**src/design/crsf_pkg.sv**
```systemverilog
// ---------------------------------------------------------------------------
// CRSF frame receiver package
// Shared types, constants and the CRC-8 byte update used by the receiver.
// ---------------------------------------------------------------------------
package crsf_pkg;

   localparam int MAX_PAYLOAD_BYTES = 60;
   localparam int CHANNEL_COUNT     = 16;
   localparam int CHAN_BYTES        = 22;
   localparam int CHAN_ADDR_W       = $clog2(CHAN_BYTES);
   localparam int CHAN_BITS         = 11;
   localparam int RD_BYTES          = (CHAN_BITS * CHANNEL_COUNT + 7) / 8;
   localparam int ACC_W             = CHAN_BITS + 7;
   localparam int BITS_W            = $clog2(ACC_W + 8 + 1);

   localparam logic [1:0] STATUS_GOOD    = 2'd0;
   localparam logic [1:0] STATUS_CRC_BAD = 2'd1;
   localparam logic [1:0] STATUS_CHANNEL = 2'd2;

   localparam logic [1:0] CSR_SYNC_BYTE = 2'd0;
   localparam logic [1:0] CSR_CRC_POLY  = 2'd1;
   localparam logic [1:0] CSR_RC_TYPE   = 2'd2;

   typedef enum logic [2:0] {
      PH_HUNT    = 3'd0,
      PH_LENGTH  = 3'd1,
      PH_TYPE    = 3'd2,
      PH_PAYLOAD = 3'd3,
      PH_CRC     = 3'd4
   } phase_type;

   typedef struct packed {
      logic [7:0] sync_byte;
      logic [7:0] crc_polynomial;
      logic [7:0] rc_frame_type;
   } cfg_type;

   typedef struct packed {
      logic                   en;
      logic [CHAN_ADDR_W-1:0] addr;
      logic [7:0]             data;
   } wr_type;

   typedef struct packed {
      logic       single_valid;
      logic       unpack_start;
      logic [1:0] status;
      logic [7:0] frame_type;
   } event_type;

   typedef struct packed {
      logic                 valid;
      logic [7:0]           frame_type;
      logic [3:0]           index;
      logic [CHAN_BITS-1:0] value;
      logic                 last;
   } chan_type;

   // One byte of an MSB-first CRC-8, high polynomial bit implicit.
   function automatic logic [7:0] crc8_byte(input logic [7:0] crc,
                                            input logic [7:0] data,
                                            input logic [7:0] poly);
      logic [7:0] c;
      c = crc ^ data;
      for (int i = 0; i < 8; i++) begin
         c = c[7] ? ((c << 1) ^ poly) : (c << 1);
      end
      return c;
   endfunction

endpackage

```
**src/design/crsf_parser.sv**
```systemverilog
// ---------------------------------------------------------------------------
// CRSF byte parser
// Tracks the framing, runs the CRC and writes payload bytes to channel RAM.
// ---------------------------------------------------------------------------
module crsf_parser (
   input  logic                 clock,
   input  logic                 reset,
   input  logic                 in_take,
   input  logic [7:0]           in_byte,
   input  crsf_pkg::cfg_type    cfg,
   output crsf_pkg::phase_type  phase,
   output crsf_pkg::wr_type     wr,
   output crsf_pkg::event_type  ev
);

   crsf_pkg::phase_type phase_ff, phase_in;
   logic [7:0] pos_ff, pos_in;
   logic [7:0] len_ff, len_in;
   logic [7:0] crc_ff, crc_in;
   logic [7:0] type_ff, type_in;
   logic [7:0] crc_next;
   logic       len_ok;
   logic       payload_done;

   assign crc_next     = crsf_pkg::crc8_byte(
                            (phase_ff == crsf_pkg::PH_TYPE) ? 8'h00 : crc_ff,
                            in_byte, cfg.crc_polynomial);
   assign len_ok       = (in_byte >= 8'd2) &&
                         (in_byte <= 8'(crsf_pkg::MAX_PAYLOAD_BYTES + 2));
   assign payload_done = ({1'b0, pos_ff} + 9'd3) >= {1'b0, len_ff};

   // Next state.
   always_comb begin
      phase_in = phase_ff;
      if (in_take) begin
         unique case (phase_ff)
            crsf_pkg::PH_LENGTH:  phase_in = len_ok ? crsf_pkg::PH_TYPE : crsf_pkg::PH_HUNT;
            crsf_pkg::PH_TYPE:    phase_in = (len_ff == 8'd2) ? crsf_pkg::PH_CRC
                                                              : crsf_pkg::PH_PAYLOAD;
            crsf_pkg::PH_PAYLOAD: phase_in = payload_done ? crsf_pkg::PH_CRC
                                                          : crsf_pkg::PH_PAYLOAD;
            crsf_pkg::PH_CRC:     phase_in = crsf_pkg::PH_HUNT;
            default:              phase_in = (in_byte == cfg.sync_byte) ? crsf_pkg::PH_LENGTH
                                                                       : crsf_pkg::PH_HUNT;
         endcase
      end
   end

   // Datapath and outputs.
   always_comb begin
      pos_in  = pos_ff;
      len_in  = len_ff;
      crc_in  = crc_ff;
      type_in = type_ff;
      wr      = '0;
      ev      = '0;
      ev.frame_type = type_ff;
      if (in_take) begin
         unique case (phase_ff)
            crsf_pkg::PH_LENGTH: begin
               if (len_ok) begin
                  len_in = in_byte;
               end
            end
            crsf_pkg::PH_TYPE: begin
               type_in = in_byte;
               crc_in  = crc_next;
               pos_in  = 8'd0;
            end
            crsf_pkg::PH_PAYLOAD: begin
               wr.en   = pos_ff < 8'(crsf_pkg::CHAN_BYTES);
               wr.addr = pos_ff[crsf_pkg::CHAN_ADDR_W-1:0];
               wr.data = in_byte;
               crc_in  = crc_next;
               pos_in  = pos_ff + 8'd1;
            end
            crsf_pkg::PH_CRC: begin
               if (in_byte != crc_ff) begin
                  ev.single_valid = 1'b1;
                  ev.status       = crsf_pkg::STATUS_CRC_BAD;
               end else if ((type_ff == cfg.rc_frame_type) &&
                            (len_ff >= 8'(crsf_pkg::CHAN_BYTES + 2))) begin
                  ev.unpack_start = 1'b1;
                  ev.status       = crsf_pkg::STATUS_CHANNEL;
               end else begin
                  ev.single_valid = 1'b1;
                  ev.status       = crsf_pkg::STATUS_GOOD;
               end
            end
            default: begin
            end
         endcase
      end
   end

   always_ff @(posedge clock) begin
      if (reset) begin
         phase_ff <= crsf_pkg::PH_HUNT;
         pos_ff   <= 8'd0;
         len_ff   <= 8'd0;
         crc_ff   <= 8'd0;
         type_ff  <= 8'd0;
      end else begin
         phase_ff <= phase_in;
         pos_ff   <= pos_in;
         len_ff   <= len_in;
         crc_ff   <= crc_in;
         type_ff  <= type_in;
      end
   end

   assign phase = phase_ff;

endmodule

```
**src/design/crsf_unpack.sv**
```systemverilog
// ---------------------------------------------------------------------------
// CRSF channel unpacker
// Holds the channel bytes in a RAM and streams them out as 11-bit channels.
// ---------------------------------------------------------------------------
module crsf_unpack (
   input  logic                clock,
   input  logic                reset,
   input  crsf_pkg::wr_type    wr,
   input  crsf_pkg::event_type ev,
   input  logic                out_can_load,
   output logic                busy,
   output crsf_pkg::chan_type  chan
);

   localparam int AW = crsf_pkg::CHAN_ADDR_W;
   localparam int W  = crsf_pkg::ACC_W;
   localparam int BW = crsf_pkg::BITS_W;

   logic [7:0] mem [crsf_pkg::CHAN_BYTES];
   logic [7:0] rd_data_ff;

   logic          busy_ff, busy_in;
   logic          pend_ff, pend_in;
   logic [AW-1:0] rd_addr_ff, rd_addr_in;
   logic [W-1:0]  acc_ff, acc_in;
   logic [BW-1:0] bits_ff, bits_in;
   logic [3:0]    chan_ff, chan_in;
   logic [7:0]    type_ff;

   logic [BW-1:0] eff_bits;
   logic [BW-1:0] bits_left;
   logic [W-1:0]  acc_left;
   logic          issue;
   logic          emit;
   logic          last_chan;

   // Bits held plus a byte still coming back from the RAM.
   assign eff_bits  = bits_ff + (pend_ff ? BW'(8) : BW'(0));
   assign issue     = busy_ff && (rd_addr_ff < AW'(crsf_pkg::RD_BYTES)) &&
                      (eff_bits < BW'(crsf_pkg::CHAN_BITS));
   assign emit      = busy_ff && (bits_ff >= BW'(crsf_pkg::CHAN_BITS)) && out_can_load;
   assign last_chan = chan_ff == 4'(crsf_pkg::CHANNEL_COUNT - 1);
   assign bits_left = emit ? bits_ff - BW'(crsf_pkg::CHAN_BITS) : bits_ff;
   assign acc_left  = emit ? (acc_ff >> crsf_pkg::CHAN_BITS) : acc_ff;

   always_comb begin
      busy_in    = busy_ff;
      pend_in    = issue;
      rd_addr_in = issue ? rd_addr_ff + AW'(1) : rd_addr_ff;
      acc_in     = acc_left;
      bits_in    = bits_left;
      chan_in    = emit ? chan_ff + 4'd1 : chan_ff;
      if (pend_ff) begin
         acc_in  = acc_left | (W'(rd_data_ff) << bits_left);
         bits_in = bits_left + BW'(8);
      end
      if (emit && last_chan) begin
         busy_in = 1'b0;
      end
      if (ev.unpack_start) begin
         busy_in    = 1'b1;
         pend_in    = 1'b0;
         rd_addr_in = '0;
         acc_in     = '0;
         bits_in    = '0;
         chan_in    = 4'd0;
      end
   end

   always_ff @(posedge clock) begin
      if (reset) begin
         busy_ff    <= 1'b0;
         pend_ff    <= 1'b0;
         rd_addr_ff <= '0;
         bits_ff    <= '0;
         chan_ff    <= 4'd0;
      end else begin
         busy_ff    <= busy_in;
         pend_ff    <= pend_in;
         rd_addr_ff <= rd_addr_in;
         bits_ff    <= bits_in;
         chan_ff    <= chan_in;
      end
   end

   always_ff @(posedge clock) begin
      acc_ff <= acc_in;
      if (ev.unpack_start) begin
         type_ff <= ev.frame_type;
      end
   end

   // Channel byte RAM: one write port from the parser, one registered read.
   always_ff @(posedge clock) begin
      if (wr.en) begin
         mem[wr.addr] <= wr.data;
      end
      if (issue) begin
         rd_data_ff <= mem[rd_addr_ff];
      end
   end

   assign busy = busy_ff;

   always_comb begin
      chan.valid      = emit;
      chan.frame_type = type_ff;
      chan.index      = chan_ff;
      chan.value      = acc_ff[crsf_pkg::CHAN_BITS-1:0];
      chan.last       = last_chan;
   end

endmodule

```
**src/design/crsf_out_stage.sv**
```systemverilog
// ---------------------------------------------------------------------------
// CRSF result register
// Holds one result word for the output stream and merges the two sources.
// ---------------------------------------------------------------------------
module crsf_out_stage (
   input  logic                clock,
   input  logic                reset,
   input  crsf_pkg::event_type ev,
   input  crsf_pkg::chan_type  chan,
   output logic                can_load,
   output logic                rsp_tvalid,
   input  logic                rsp_tready,
   output logic [23:0]         rsp_tdata,
   output logic [1:0]          rsp_tuser,
   output logic                rsp_tlast
);

   logic        valid_ff, valid_in;
   logic [1:0]  status_ff;
   logic [7:0]  type_ff;
   logic [3:0]  index_ff;
   logic [10:0] value_ff;
   logic        last_ff;

   assign can_load = !valid_ff || rsp_tready;

   always_comb begin
      valid_in = valid_ff && !rsp_tready;
      if (ev.single_valid || chan.valid) begin
         valid_in = 1'b1;
      end
   end

   always_ff @(posedge clock) begin
      if (reset) begin
         valid_ff <= 1'b0;
      end else begin
         valid_ff <= valid_in;
      end
   end

   always_ff @(posedge clock) begin
      if (chan.valid) begin
         status_ff <= crsf_pkg::STATUS_CHANNEL;
         type_ff   <= chan.frame_type;
         index_ff  <= chan.index;
         value_ff  <= chan.value;
         last_ff   <= chan.last;
      end else if (ev.single_valid) begin
         status_ff <= ev.status;
         type_ff   <= ev.frame_type;
         index_ff  <= 4'd0;
         value_ff  <= 11'd0;
         last_ff   <= 1'b1;
      end
   end

   assign rsp_tvalid = valid_ff;
   assign rsp_tdata  = {1'b0, value_ff, index_ff, type_ff};
   assign rsp_tuser  = status_ff;
   assign rsp_tlast  = last_ff;

endmodule

```
**src/design/crsf_frame_receiver_top.sv**
```systemverilog
// ---------------------------------------------------------------------------
// CRSF frame receiver
// Parses CRSF frames from a byte stream, checks the CRC and unpacks channels.
// ---------------------------------------------------------------------------
// Usage:
// Bytes from the serial link enter on the req_ stream, one byte per word.
// Results leave on the rsp_ stream. Each completed frame yields one word with
// its type and a status of good or CRC mismatch, or, for a good RC-channels
// frame with at least 22 payload bytes, sixteen channel words in order.
// tlast marks the final word caused by one input byte.
// A single-word result is valid from the clock edge that accepts its CRC byte.
// Channel words come from a 22-byte channel RAM with one registered read
// port. A byte is fetched only while fewer than 11 bits are held or on the
// way, and passes through the RAM read register into the bit accumulator,
// from which each channel is loaded into the result register.
// Sync, length and type bytes are taken every cycle. While channels are
// still being unpacked, payload and CRC bytes of the next frame are held off.
// A stalled receiver holds the result word and stalls the unpacker; this
// backs up into the parser at the next frame's payload or CRC byte.
// Reset restores the default sync byte, polynomial and RC frame type and
// returns the parser to hunting; the channel RAM is not cleared.
// The csr_ port is always ready. The user must write it only while the
// block is idle; the block itself does not enforce this.
// ---------------------------------------------------------------------------
module crsf_frame_receiver_top (
   input  logic        clock,
   input  logic        reset,
   // Input byte stream.
   input  logic        req_tvalid,
   output logic        req_tready,
   input  logic [7:0]  req_tdata,   // [7:0] rx_byte
   // Result stream.
   output logic        rsp_tvalid,
   input  logic        rsp_tready,
   output logic [23:0] rsp_tdata,   // [7:0] frame_type, [11:8] channel_index,
                                    // [22:12] channel_value, [23] zero
   output logic [1:0]  rsp_tuser,   // [1:0] status
   output logic        rsp_tlast,   // last
   // Configuration writes.
   input  logic        csr_valid,
   output logic        csr_ready,
   input  logic [1:0]  csr_index,
   input  logic [7:0]  csr_data
);

   crsf_pkg::cfg_type   cfg_ff;
   crsf_pkg::phase_type phase;
   crsf_pkg::wr_type    wr;
   crsf_pkg::event_type ev;
   crsf_pkg::chan_type  chan;
   logic                in_take;
   logic                unpack_busy;
   logic                out_can_load;

   assign csr_ready = 1'b1;

   // Configuration registers; an index beyond the list is ignored.
   always_ff @(posedge clock) begin
      if (reset) begin
         cfg_ff.sync_byte      <= 8'd200;
         cfg_ff.crc_polynomial <= 8'd213;
         cfg_ff.rc_frame_type  <= 8'd22;
      end else if (csr_valid && csr_ready) begin
         unique case (csr_index)
            crsf_pkg::CSR_SYNC_BYTE: cfg_ff.sync_byte      <= csr_data;
            crsf_pkg::CSR_CRC_POLY:  cfg_ff.crc_polynomial <= csr_data;
            crsf_pkg::CSR_RC_TYPE:   cfg_ff.rc_frame_type  <= csr_data;
            default: begin
            end
         endcase
      end
   end

   // Payload bytes would overwrite the RAM the unpacker is reading, and a
   // CRC byte may need the output register, so those wait.
   always_comb begin
      unique case (phase)
         crsf_pkg::PH_PAYLOAD: req_tready = !unpack_busy;
         crsf_pkg::PH_CRC:     req_tready = !unpack_busy && out_can_load;
         default:              req_tready = 1'b1;
      endcase
   end

   assign in_take = req_tvalid && req_tready;

   crsf_parser u_parser (
      .clock   (clock),
      .reset   (reset),
      .in_take (in_take),
      .in_byte (req_tdata),
      .cfg     (cfg_ff),
      .phase   (phase),
      .wr      (wr),
      .ev      (ev)
   );

   crsf_unpack u_unpack (
      .clock        (clock),
      .reset        (reset),
      .wr           (wr),
      .ev           (ev),
      .out_can_load (out_can_load),
      .busy         (unpack_busy),
      .chan         (chan)
   );

   crsf_out_stage u_out (
      .clock      (clock),
      .reset      (reset),
      .ev         (ev),
      .chan       (chan),
      .can_load   (out_can_load),
      .rsp_tvalid (rsp_tvalid),
      .rsp_tready (rsp_tready),
      .rsp_tdata  (rsp_tdata),
      .rsp_tuser  (rsp_tuser),
      .rsp_tlast  (rsp_tlast)
   );

endmodule

```
**config.mk**
```make
export PLATFORM = sky130hd
export DESIGN_NAME = crsf_frame_receiver_top
export DESIGN_NICKNAME = d
export VERILOG_FILES = /design/src/design/crsf_pkg.sv /design/src/design/crsf_parser.sv /design/src/design/crsf_unpack.sv /design/src/design/crsf_out_stage.sv /design/src/design/crsf_frame_receiver_top.sv
export SDC_FILE = /design/constraint.sdc
export NUM_CORES = 1
export LEC_CHECK = 0
export ABC_AREA = 0
export BUFFER_PORTS_ARGS = -buffer_cell sky130_fd_sc_hd__buf_2
export CAP_MARGIN = 15
export CORE_MARGIN = 3
export CORE_UTILIZATION = 62
export CTS_BUF_LIST = sky130_fd_sc_hd__clkbuf_8 sky130_fd_sc_hd__clkbuf_16
export DETAILED_ROUTE_END_ITERATION = 10
export PLACE_DENSITY_LB_ADDON = 0.15
export SLEW_MARGIN = 20
export SYNTH_ARGS = -nofsm -noshare
export SYNTH_HDL_FRONTEND = slang
export SYNTH_SLANG_ARGS = --single-unit
```
**constraint.sdc**
```tcl
create_clock -name clock -period 6.27 [get_ports clock]
set_input_delay 1.254 -clock clock [delete_from_list [all_inputs] [get_ports clock]]
set_output_delay 1.254 -clock clock [all_outputs]
set_load 0.02 [all_outputs]
```
# Word-level counts from Yosys, hierarchy flattened
# Memory sizes are Yosys's and may differ from the RTL's. A register that Yosys moved wholly into a read port is not among the register bits.
# Cells that the tools add are included.
# word_totals
reg_bits	128
ram_bits	176
inputBits	23
elab_cells	131
mem_count	1
# mem_list
name	depth	width	read_ports	rd_clocked_by_memory_dff	write_ports	line	source
u_unpack.mem	22	8	1	1	1	crsf_unpack.sv:19	logic [7:0] mem [crsf_pkg::CHAN_BYTES];
# op_classes
addsub	7
n_lt_le_gt_ge	8
eq_ne	11
shift	1
muxes	44
bitwise_logic	10
reduce_logical	28
# ops
cell	n
$mux 8	11
$xor 8x8->8	9
$mux 18	2
$mux 14	2
$mux 11	2
$mux 4	5
$or 18x18->18	1
$shl 8x5->18	1
$eq 8x8->1	2
$pmux 8 s2	1
$mux 1	12
$pmux 3 s4	1
$reduce_and 2->1	6
$logic_and 1x1->1	10
$mux 5	2
$add 8x2->9 const B	1
$ge 9x8->1	1
$add 8x1->8 const B	1
$eq 8x2->1 const B	1
$ge 8x2->1 const B	1
$ge 8x5->1 const B	1
$le 8x6->1 const B	1
$lt 8x5->1 const B	1
$ne 8x8->1	1
23 further kinds	33

# Longest topological paths before layout
# logic_depth
ltp_word	19
ltp_mapped	17
ltp_nobuf	16

# By module
# Synthesis repeated with hierarchy kept, for this count alone.
# unflattened
hier_cells	1313
hier_area_um2	15801.4
# by_module_without_submodules
module	n_inst	cells_per_inst	area_each_um2	seq_area_each_um2
crsf_unpack	1	640	9810.7	6446.2
crsf_parser	1	503	3886.2	700.7
crsf_out_stage	1	64	1061.0	780.7
crsf_frame_receiver_top	1	106	1043.5	480.5

# Least setup slack after synthesis
# No wires, ideal clock.
# synth_timing
path_kind	input to register
startpoint	input port req_tdata[6]
endpoint	register u_parser.crc_ff[7]
setup_ns	0.116
t_arrival_ns	4.731
t_required_ns	6.154
setup_slack_ns	1.424
path_stages	13
path_buffers	1
cell_sequence	and4bb_2 > a2111oi_2 > o211ai_1 > nand3_1 > xor2_4 > xor3_1 > a221oi_4 > a21oi_2 > or4_4 > buf_6 > a31o_1 > a211o_1 > and3_1
# synth_via
elab_chain_cells	16
# synth_rtl
element	line	source
from (decl)	crsf_frame_receiver_top.sv:31	input logic [7:0] req_tdata,
$xor 8x8->8 *	crsf_pkg.sv:64	c = crc ^ data;
$xor 8x8->8	crsf_pkg.sv:66	c = c[7] ? ((c << 1) ^ poly) : (c << 1);
$mux 8 * (2 in series)	crsf_pkg.sv:66	
$xor 8x8->8	crsf_pkg.sv:66	
$mux 8 *	crsf_pkg.sv:66	
$xor 8x8->8	crsf_pkg.sv:66	
$mux 8 *	crsf_pkg.sv:66	
$xor 8x8->8	crsf_pkg.sv:66	
$mux 8 *	crsf_pkg.sv:66	
$xor 8x8->8	crsf_pkg.sv:66	
$mux 8 *	crsf_pkg.sv:66	
$xor 8x8->8	crsf_pkg.sv:66	
$mux 8 *	crsf_pkg.sv:66	
$xor 8x8->8	crsf_pkg.sv:66	
$mux 8 *	crsf_pkg.sv:66	
to (signal assigned)	crsf_parser.sv:107	crc_ff <= crc_in;
to (decl)	crsf_parser.sv:19	logic [7:0] crc_ff, crc_in;
# Mark *: on every way between the ends. The rest lies on a longest branch, timed or not.
# A chain may end at the register's enable or synchronous reset.

# Worst setup path in the final report
# layout_timing
startpoint	register u_parser.phase_ff[0] (netlist: u_parser.phase[0])
endpoint	register u_parser.crc_ff[7]
# layout_via
elab_chain_cells	18
elab_cells_between_ends	25
# layout_rtl
element	line	source
from (decl)	crsf_parser.sv:16	crsf_pkg::phase_type phase_ff, phase_in;
from (signal assigned)	crsf_parser.sv:98	phase_ff <= crsf_pkg::PH_HUNT;
from (signal assigned)	crsf_parser.sv:104	phase_ff <= phase_in;
$eq 3x2->1	crsf_parser.sv:26, crsf_parser.sv:59	
$mux 8	crsf_parser.sv:26	(phase_ff == crsf_pkg::PH_TYPE) ? 8'h00 : crc_ff,
$xor 8x8->8	crsf_pkg.sv:64	
$mux 8 or $xor 8x8->8 (tied branches)	crsf_pkg.sv:66	
$xor 8x8->8 or $mux 8 (tied branches)	crsf_pkg.sv:66	
$mux 8 or $xor 8x8->8 (tied branches)	crsf_pkg.sv:66	
$xor 8x8->8 or $mux 8 (tied branches)	crsf_pkg.sv:66	
$mux 8 or $xor 8x8->8 (tied branches)	crsf_pkg.sv:66	
[2 not listed]	-	
$xor 8x8->8 or $mux 8 (tied branches)	crsf_pkg.sv:66	
$mux 8 or $xor 8x8->8 (tied branches)	crsf_pkg.sv:66	
$xor 8x8->8 or $mux 8 (tied branches)	crsf_pkg.sv:66	
$mux 8 or $xor 8x8->8 (tied branches)	crsf_pkg.sv:66	
$xor 8x8->8 or $mux 8 (tied branches)	crsf_pkg.sv:66	
$mux 8 or $xor 8x8->8 (tied branches)	crsf_pkg.sv:66	
$xor 8x8->8 or $mux 8 (tied branches)	crsf_pkg.sv:66	
$mux 8	crsf_pkg.sv:66	
# Several ways; a longest one is shown, not always the timed one.

==> flow_summary.yaml <==
outcome:
  status: "finished clean"
grt:
  grt_max_degree: 60
  grt_pass1_vias: 9824
  grt_pass1_wl_um: 54700
  grt-ovfl-total: 0
  grt_usage_pct: 26.5
  antenna_found_initial: 1
critical_path:
  r2r_start: "u_parser.phase[0]"
  slowest_delay_ns: 0.77
  r2r_setup_slack_ns: 1.24
  timing.rr.end: "u_parser.crc_ff[7]"
  critPathCaptureType: "register"
  crit_required_ns: 6.72
  crit_path_top_delay_cell: "dfxtp_1"
  critPathLaunchType: "register"
  crit_path_frequent_cell: "a211o_1"
  critical_path_class: "reg2reg"
  r2r_cells: 13
  cp_cell_sequence: "or3b_1, a211o_1, nor3_1, nor4_2, o21ai_1, xnor3_2, xnor2_2, nand3b_1, a21oi_2, o31ai_2, nand4_1, a211o_1, and3_1"
  crit_fanout: 20
  worstPathArrival_ns: 5.48
floorplanning:
  coreArea_um2: 23600
  die_area_um2: 26100
  initial_utilization_pct: 63.5
  row_count: 56
  die_y_um: 162
  dieWidth_um: 162
  pin_count: 53
routing:
  via_per_inst: 6.20
  num_vias: 10197
  drc: 0
  dr.pass1.iters: 7
  wl_per_cell_um: 20.9
  wirelength_um: 34500
  initialDrtViolationCount: 1052
  postRouteAntennaNets: 0
cells_and_area:
  area_growth_pct: 9.54
  drive_gt1_share_pct: 14.2
  final_nets: 1339
  antennaDiodeCount: 0
  final_util_pct: 69.5
  nFillCells: 1666
clocking:
  cts_setup_buffers: 0
  cts_tree: "done"
  htree_levels: 1
  clk_path_buf_depth: 3
  root_buffer: "clkbuf_16"
  clkLatencyLatePin_ns: 0.55
  cts_sinks: 312
  cts_buffers: 31
  cts_resized: 0
  clk_pin_slew_ns: 0.07
  ctsHoldBuffers: 0
timing:
  skew_ns: 0.0113
  rsz0062_at_grt: "false"
  clock.fmax_mhz: 199
  final_critical_path_setup_slack_ns: 1.24
  setup_viol: 0
  timing.final.max_slew_violations: 0
  tns_ns: 0
  finalCritPeriodShare_pct: 80.2
  period_minus_slack_ns: 5.03
  whs_ns: 0.478
  worstMarginPinSlew_ns: 0.998
  relSlewSlack_pct: 33.3
  finalHoldViolations: 0
hold_path:
  holdPathStages: 2
  hold_path_class: "reg2reg"
  holdPathEnd: "u_parser.len_ff[6]"
  min_from: "u_parser.len_ff[6]"
power_and_ir_drop:
  leakage_nw: 5.66
  swShare_pct: 27.7
  powerDensity_nw_per_um2: 306
  max-vdd-ir-drop_uv: 323
  seqPwrFrac_pct: 44.3
  p_int_mw: 3.63
  clkPwrFrac_pct: 35.8
  switching_power_mw: 1.39
  total_power_mw: 5.02
  p_comb_share_pct: 19.9
synthesis:
  ys_ff_latch: 312
  synth_edf_count: 216
  avgSynthCellArea_um2: 11.7
  synth_area_um2: 15000
  synth_nets: 1323
  yosysSeqAreaShare_pct: 56.1
  ys_types: 76
  synthCells: 1286
  synthArstFlopShare_pct: 0
  synth_warnings: 0
  ys.flop_type: "edfxtp_1"
run:
  drv_cap: 0
place:
  port_buffers: 50
  routabilityCongestion: 0.903
  pre_cts_ws_ns: 0.752
  dpl.hpwl_um: 22300
[cells in the mapped netlist (4+ instances only)]
cell type / number / area share [%]
nor2b_1: 13 / 0.54
mux2i_1: 46 / 3.1
nor4_1: 9 / 0.38
nand4_1: 14 / 0.58
a32oi_1: 4 / 0.23
nor2_1: 139 / 3.5
xor2_1: 44 / 2.6
nand2_1: 139 / 3.5
and3_1: 14 / 0.58
xnor2_1: 32 / 1.9
nand3_1: 34 / 1.1
buf_1: 6 / 0.15
o211ai_1: 24 / 1.2
inv_1: 33 / 0.83
and2_1: 23 / 0.96
a211o_1: 13 / 0.76
nor3b_1: 4 / 0.20
dfxtp_1: 96 / 13
clkbuf_1: 67 / 1.7
or2_2: 5 / 0.21
a21o_1: 7 / 0.35
edfxtp_1: 216 / 43
a211oi_1: 6 / 0.30
o21ai_0: 46 / 1.5
a21oi_1: 50 / 1.7
nand3b_1: 8 / 0.40
nor3_1: 24 / 0.80
mux4_2: 48 / 7.2
nand2b_1: 11 / 0.46
ha_1: 14 / 1.2
or3_1: 8 / 0.33
a31oi_1: 6 / 0.25
a21boi_0: 6 / 0.30
a22oi_1: 4 / 0.20
[power groups by stage]
stage / sequential [mW] / clock [mW] / combinational [mW]
after floorplan: 2.26 / 0 / 0.830
after global placement: 2.27 / 0 / 0.982
after detailed placement: 2.27 / 0 / 0.989
after CTS: 2.23 / 1.82 / 0.994
after global routing: 2.23 / 1.90 / 1.10
final: 2.23 / 1.80 / 0.999
[critical path: cells and delay by family (launching register included)]
kind             cells  cell delay (ns)
AO/OA/AOI/OAI        5             1.61
flip-flops           1             0.77
AND/OR/NAND/NOR      6             1.68
XOR/XNOR             2             0.86
[cells by family (layout without fill, tap and decap cells)]
group,count (synthesis),count (layout),synth area share [%]
buf+inv,114,155,3.08
fa+ha+maj,14,14,1.17
flops,312,312,56.1
simple gates,458,458,14.4
compound gates,210,210,9.67
other cells,2,2,0.0501
mux,95,95,10.4
xor+xnor,81,81,5.21
[cell type report]
class | instances | area [um2] | share of cell area [%]
flip-flops and latches | 312 | 8410 | 51.2
multi-input cells | 860 | 6140 | 37.4
clock buffers | 31 | 776 | 4.72
well taps | 319 | 399 | 2.43
repair buffers | 64 | 355 | 2.16
clock inverters | 27 | 214 | 1.30
inverters | 33 | 124 | 0.754
[worst max path at each step]
stage,end,startpoint,cells after the start
floorplan,u_parser.crc_ff[7],req_tdata[6],13
global placement,u_parser.crc_ff[7],req_tdata[6],13
detailed placement,u_parser.crc_ff[7],req_tdata[6],14
CTS,u_parser.crc_ff[7],u_parser.phase[0],13
global route,u_parser.crc_ff[7],u_parser.phase[0],13
finish,u_parser.crc_ff[7],u_parser.phase[0],13
[cell usage in the layout, fill, tap and decap left out, types with 22 or more instances in the layout]
cell       count
edfxtp_1     216
nand2_1      139
nor2_1       138
dfxtp_1       94
a21oi_1       50
buf_2         50
mux4_2        48
o21ai_0       46
mux2i_1       46
xor2_1        44
inv_1         34
nand3_1       34
xnor2_1       32
clkbuf_16     31
o211ai_1      24
and2_1        23
nor3_1        22
[routing by layer]
metal,up-vias,part of all wire (%),track usage [%]
met5,-,0.058,0
met4,2,2.2,6.45
met3,61,6.8,5.16
met2,378,48,42.7
met1,5009,43,37.8
li1,4747,-,-
[per-stage QoR]
step,cell area [um2],instances
detailed placement,15400,1588
CTS,16400,1646
global route,16400,1646
finish,16400,1646
global placement,15400,1588
floorplan,15000,1286
[flip-flops by register name, summed over array words and instances, names as in the netlist]
register / cells
u_unpack.mem: 176
cfg_ff: 24
u_unpack.acc_ff: 18
u_out.value_ff: 11
u_out.type_ff: 8
u_parser.crc_ff: 8
u_parser.len_ff: 8
u_parser.pos_ff: 8
u_parser.type_ff: 8
u_unpack.rd_data_ff: 8
u_unpack.type_ff: 8
u_unpack.bits_ff: 5
u_unpack.rd_addr_ff: 5
u_out.index_ff: 4
u_unpack.chan_ff: 4
u_parser.phase: 3
u_out.rsp_tuser: 2
u_out.rsp_tlast: 1
u_out.rsp_tvalid: 1
u_unpack.busy: 1
u_unpack.pend_ff: 1
(Power assumes the default switching activity.)
